**src/rtl/core/imm_pkg.sv**
```systemverilog
// Shared types, constants, microcode table and helpers for the integer matrix multiply unit.
package imm_pkg;

    localparam int MAX_DIM     = 8;
    localparam int DATA_WIDTH  = 32;
    localparam int STORE_DEPTH = MAX_DIM * MAX_DIM;
    localparam int ADDR_W      = $clog2(STORE_DEPTH);
    localparam int CNT_W       = ADDR_W + 1;
    localparam int DIM_W       = 4;
    localparam int IDX_W       = 3;
    localparam int CFG_IDX_W   = 2;

    // Configuration register indexes
    localparam logic [CFG_IDX_W-1:0] REG_ROWS_A    = 2'd0;
    localparam logic [CFG_IDX_W-1:0] REG_INNER_DIM = 2'd1;
    localparam logic [CFG_IDX_W-1:0] REG_COLS_B    = 2'd2;

    localparam logic OP_ELEM_A = 1'b0;
    localparam logic OP_ELEM_B = 1'b1;

    // Microprogram steps
    typedef enum logic [2:0] {
        ST_IDLE,
        ST_START,
        ST_READ,
        ST_MUL,
        ST_ACC,
        ST_EMIT,
        ST_NEXT
    } t_step;

    // Jump conditions
    typedef enum logic [1:0] {
        C_ALWAYS,
        C_NO_TRIG,
        C_K_MORE,
        C_LAST
    } t_cond;

    typedef struct packed {
        logic in_ready;
        logic init;
        logic rd;
        logic mul;
        logic acc;
        logic emit;
        logic advance;
    } t_ctrl;

    typedef struct packed {
        t_cond cond;
        t_step target;
        logic  wait_out;
        t_ctrl ctrl;
    } t_uword;

    typedef struct packed {
        logic trig;
        logic k_more;
        logic last;
        logic out_busy;
    } t_status;

    typedef struct packed {
        logic [DIM_W-1:0] r;
        logic [DIM_W-1:0] n;
        logic [DIM_W-1:0] c;
    } t_dims;

    typedef struct packed {
        logic                         opcode;
        logic signed [DATA_WIDTH-1:0] element;
    } t_in_item;

    typedef struct packed {
        logic signed [DATA_WIDTH-1:0] product_value;
        logic [IDX_W-1:0]             out_row;
        logic [IDX_W-1:0]             out_col;
        logic                         last;
    } t_out_item;

    // Zero acts as one, anything above MAX_DIM acts as MAX_DIM
    function automatic logic [DIM_W-1:0] eff_dim(input logic [DIM_W-1:0] v);
        logic [DIM_W-1:0] d;
        if (v == '0) begin
            d = DIM_W'(1);
        end else if (v > DIM_W'(MAX_DIM)) begin
            d = DIM_W'(MAX_DIM);
        end else begin
            d = v;
        end
        return d;
    endfunction

    // Control store: one word per step
    function automatic t_uword ucode_rom(input t_step s);
        t_uword uw;
        uw = '0;
        unique case (s)
            ST_IDLE: begin
                uw.ctrl.in_ready = 1'b1;
                uw.cond          = C_NO_TRIG;
                uw.target        = ST_IDLE;
            end
            ST_START: begin
                uw.ctrl.init = 1'b1;
                uw.cond      = C_ALWAYS;
                uw.target    = ST_READ;
            end
            ST_READ: begin
                uw.ctrl.rd = 1'b1;
                uw.cond    = C_ALWAYS;
                uw.target  = ST_MUL;
            end
            ST_MUL: begin
                uw.ctrl.mul = 1'b1;
                uw.cond     = C_ALWAYS;
                uw.target   = ST_ACC;
            end
            ST_ACC: begin
                uw.ctrl.acc = 1'b1;
                uw.cond     = C_K_MORE;
                uw.target   = ST_READ;
            end
            ST_EMIT: begin
                uw.ctrl.emit = 1'b1;
                uw.wait_out  = 1'b1;
                uw.cond      = C_LAST;
                uw.target    = ST_IDLE;
            end
            ST_NEXT: begin
                uw.ctrl.advance = 1'b1;
                uw.cond         = C_ALWAYS;
                uw.target       = ST_READ;
            end
            default: begin
                uw.cond   = C_ALWAYS;
                uw.target = ST_IDLE;
            end
        endcase
        return uw;
    endfunction

endpackage

```
**src/rtl/core/imm_sequencer.sv**
```systemverilog
// Microcode sequencer: step counter, control store fetch and conditional jumps.
module imm_sequencer import imm_pkg::*; (
    input  logic    i_clk,
    input  logic    i_rst_n,
    input  t_status i_status,
    output t_ctrl   o_ctrl
);

    t_step  r_step;
    t_step  n_step;
    t_uword uw;
    logic   stall;

    assign uw    = ucode_rom(r_step);
    assign stall = uw.wait_out && i_status.out_busy;

    // next step
    always_comb begin
        n_step = r_step;
        if (!stall) begin
            unique case (uw.cond)
                C_ALWAYS:  n_step = uw.target;
                C_NO_TRIG: n_step = i_status.trig   ? t_step'(r_step + 3'd1) : uw.target;
                C_K_MORE:  n_step = i_status.k_more ? uw.target : t_step'(r_step + 3'd1);
                C_LAST:    n_step = i_status.last   ? uw.target : t_step'(r_step + 3'd1);
                default:   n_step = ST_IDLE;
            endcase
        end
    end

    // control outputs
    always_comb begin
        o_ctrl = uw.ctrl;
        if (stall) begin
            o_ctrl.emit = 1'b0;
        end
    end

    always_ff @(posedge i_clk) begin
        if (!i_rst_n) begin
            r_step <= ST_IDLE;
        end else begin
            r_step <= n_step;
        end
    end

endmodule

```
**config.mk**
```make
export PLATFORM = sky130hd
export DESIGN_NAME = imm_sequencer
export DESIGN_NICKNAME = d
export VERILOG_FILES = /design/src/rtl/core/imm_pkg.sv /design/src/rtl/core/imm_sequencer.sv
export SDC_FILE = /design/constraint.sdc
export NUM_CORES = 1
export LEC_CHECK = 0
export BUFFER_PORTS_ARGS = -buffer_cell sky130_fd_sc_hd__buf_2
export CAP_MARGIN = 10
export CORE_AREA = 2 2 39 41
export DETAILED_ROUTE_END_ITERATION = 8
export DIE_AREA = 0 0 41 43
export GPL_TIMING_DRIVEN = 0
export MAX_ROUTING_LAYER = met4
export RECOVER_POWER = 100
export SKIP_CTS_REPAIR_TIMING = 1
export SLEW_MARGIN = 20
export SYNTH_ARGS = -nofsm -noshare
export SYNTH_HDL_FRONTEND = slang
export SYNTH_SLANG_ARGS = --single-unit
```
**constraint.sdc**
```tcl
create_clock -name i_clk -period 2.3 [get_ports i_clk]
set_input_delay 0.345 -clock i_clk [delete_from_list [all_inputs] [get_ports i_clk]]
set_output_delay 0.345 -clock i_clk [all_outputs]
set_load 0.05 [all_outputs]
```
==> impl_metrics.toml <==
[clock_network]
root_buffer = "clkbuf_4"
cts_buffers = 3
htree_levels = 1
tritoncts = "done"
cts_sinks = 3
clk_path_buf_depth = 2
insertion_delay_ns = 0.23
cts.clk_slew.worst_paths_ns = 0.04

[power_and_ir_drop]
vdd_drop_max_mv = 0.307
leakage_nw = 0.264
power.density_nw_per_um2 = 1110

[layout]
mostFrequentLayoutCell = "inv_1"
drive_gt1_frac = 0.241
multi_input_area_um2 = 375
register_area_um2 = 60.1
fill_cells = 152
fin_cells = 95
top_regs = "r_step (3)"
final_cell_mix = "inv_1, ha_1, clkbuf_1, a21oi_1, buf_2"
syn_to_final_growth_pct = 20.1
regMostFlops = "r_step"
largest_reg_flops = 3
diodes = 0
nNetsFinal = 92

[worst_setup_path]
crit_arrival_ns = 1.73
critPathTopFamily = "buffers and inverters"
cp.required_ns = 1.96
path_common_cell = "inv_1"
endpoint_kind = "primary output"
cp_cell_sequence = "inv_1, ha_1, nand2b_1, inv_1, clkbuf_1"
cp-start-kind = "flop"
path_max_fanout = 7
worstSetupPathType = "flop to primary output"
cpPeakStageDelay_ns = 0.48
cp.buffers_inverters = 3
crit_path_top_delay_cell = "clkbuf_1"

[global_routing]
antenna_found_initial = 0
grt_pass1_vias = 423
grt_use_met1 = 0.221
grt_max_degree = 11
use_met2 = 0.219
grt_busiest_layer = "met1"
grt_util_met3 = 0.0628
grt_pass1_wl_um = 1880
overflow = 0
grt_usage = 0.158

[sta]
fin_crit_ns = 2.07
period_share = 0.900
setup_violations = 0
hold_viol = 0
slew_viol_final = 0
finalSetupTns_ns = 0
whs_ns = 0.439
fmax_mhz = 483
worstMarginPinSlew_ns = 0.597
slew-limit-headroom = 0.604
worst_slack_ns = 0.230
finClkSkew_ns = 0.000906
rsz0062_at_grt = "no"

[floorplan]
rows = 14
dieArea_um2 = 1760
core_um2 = 1380
ios = 13
initial_utilization = 0.347
fp.dieW_um = 41
die_h_um = 43

[yosys]
yosysSeqAreaShare = 0.125
syn_avg_cell_area_um2 = 7.63
synth_top_area_frac = 0.156
ys_ff_latch = 3
yosys_warnings = 0
yosysTopAreaCell = "ha_1"
synth.area.top_cells = "ha_1, dfxtp_1, inv_1"
netlist_instances = 63
ys_types = 30
syn_area_um2 = 480
synth_nets = 75

[placement]
hpwl_um = 927
dp_cells = 91
post-place-ws_ns = 0.421
io_buffers = 12
gp_congestion = 0.786

[route]
wire_per_inst_um = 13.1
final_antenna_net_count = 0
via_count = 524
wirelength_um = 1240
viasPerCell = 5.52
first_pass_iters = 4
drc_errors = 0
initialDrtViolationCount = 10

[run]
drv_cap = 0

[run_status]
outcome = "complete, no violations"

[hold_path]
hold_class = "input pin to flop"
## where the power goes
part	switching, mW	total [mW]	internal (mW)
Clock	0.0282	0.0933	0.0651
Combinational	0.309	0.457	0.148
Sequential	0.0226	0.0906	0.0680
## worst min-delay path, delay by kind of cell
family	cells	cell delay (ns)
compound gates	2	0.13
buf+inv	1	0.14
## cell families (layout without fill, tap and decap cells)
| group | after synthesis | in the layout | share of synthesized area |
|---|---|---|---|
| simple gates | 24 | 24 | 0.297 |
| compound gates | 20 | 20 | 0.305 |
| fa+ha+maj | 6 | 6 | 0.156 |
| buf+inv | 9 | 25 | 0.0860 |
| mux | 1 | 1 | 0.0312 |
| flops | 3 | 3 | 0.125 |
## final cells by class
| type | instances | area share |
|---|---|---|
| Buffer | 2 | 0.0260 |
| Clock buffer | 4 | 0.0456 |
| Inverter | 7 | 0.0456 |
| Multi-Input combinational cell | 51 | 0.651 |
| Sequential cell | 3 | 0.104 |
| Tap cell | 16 | 0.0347 |
| Timing Repair Buffer | 12 | 0.0933 |
## through the flow
stage / power [mW] / instance area, um2 / util
6_report: 0.641 / 577 / 0.417
3_5_place_dp: 0.553 / 561 / 0.405
3_3_place_gp: 0.554 / 561 / 0.405
4_1_cts: 0.651 / 587 / 0.424
2_1_floorplan: 0.460 / 480 / -
5_1_grt: 0.686 / 577 / 0.417
## synthesized netlist by cell type, drive strengths merged
cell / instances
inv: 7
a21oi: 6
ha: 6
nand2: 5
o21ai: 4
dfxtp: 3
nand3: 3
nor2: 3
nor2b: 3
a211oi: 2
a21o: 2
and3: 2
nand2b: 2
o221ai: 2
a211o: 1
a2bb2oi: 1
a31oi: 1
and2: 1
buf: 1
clkbuf: 1
mux2: 1
nand4: 1
nor3: 1
nor4: 1
nor4b: 1
o31ai: 1
or3: 1
## metal layers
layer / part of all wire / wire, um
met1: 0.48 / 596
met2: 0.45 / 562
met3: 0.067 / 83
met4: 0 / 0
met5: 0 / 0
## worst paths after layout
path	start	endpoint	slack, ns	cells past startpoint
worst max-delay path	r_step[1]$_SDFFE_PN0N_	o_ctrl[6]	0.23	5
worst max register to register	r_step[1]$_SDFFE_PN0N_	r_step[2]$_SDFFE_PN0N_	0.44	7
worst min-delay path	i_rst_n	r_step[0]$_SDFFE_PN0N_	0.44	3
worst min register to register	r_step[1]$_SDFFE_PN0N_	r_step[1]$_SDFFE_PN0N_	0.56	2
No activity file was read; power rests on OpenSTA's default activity.
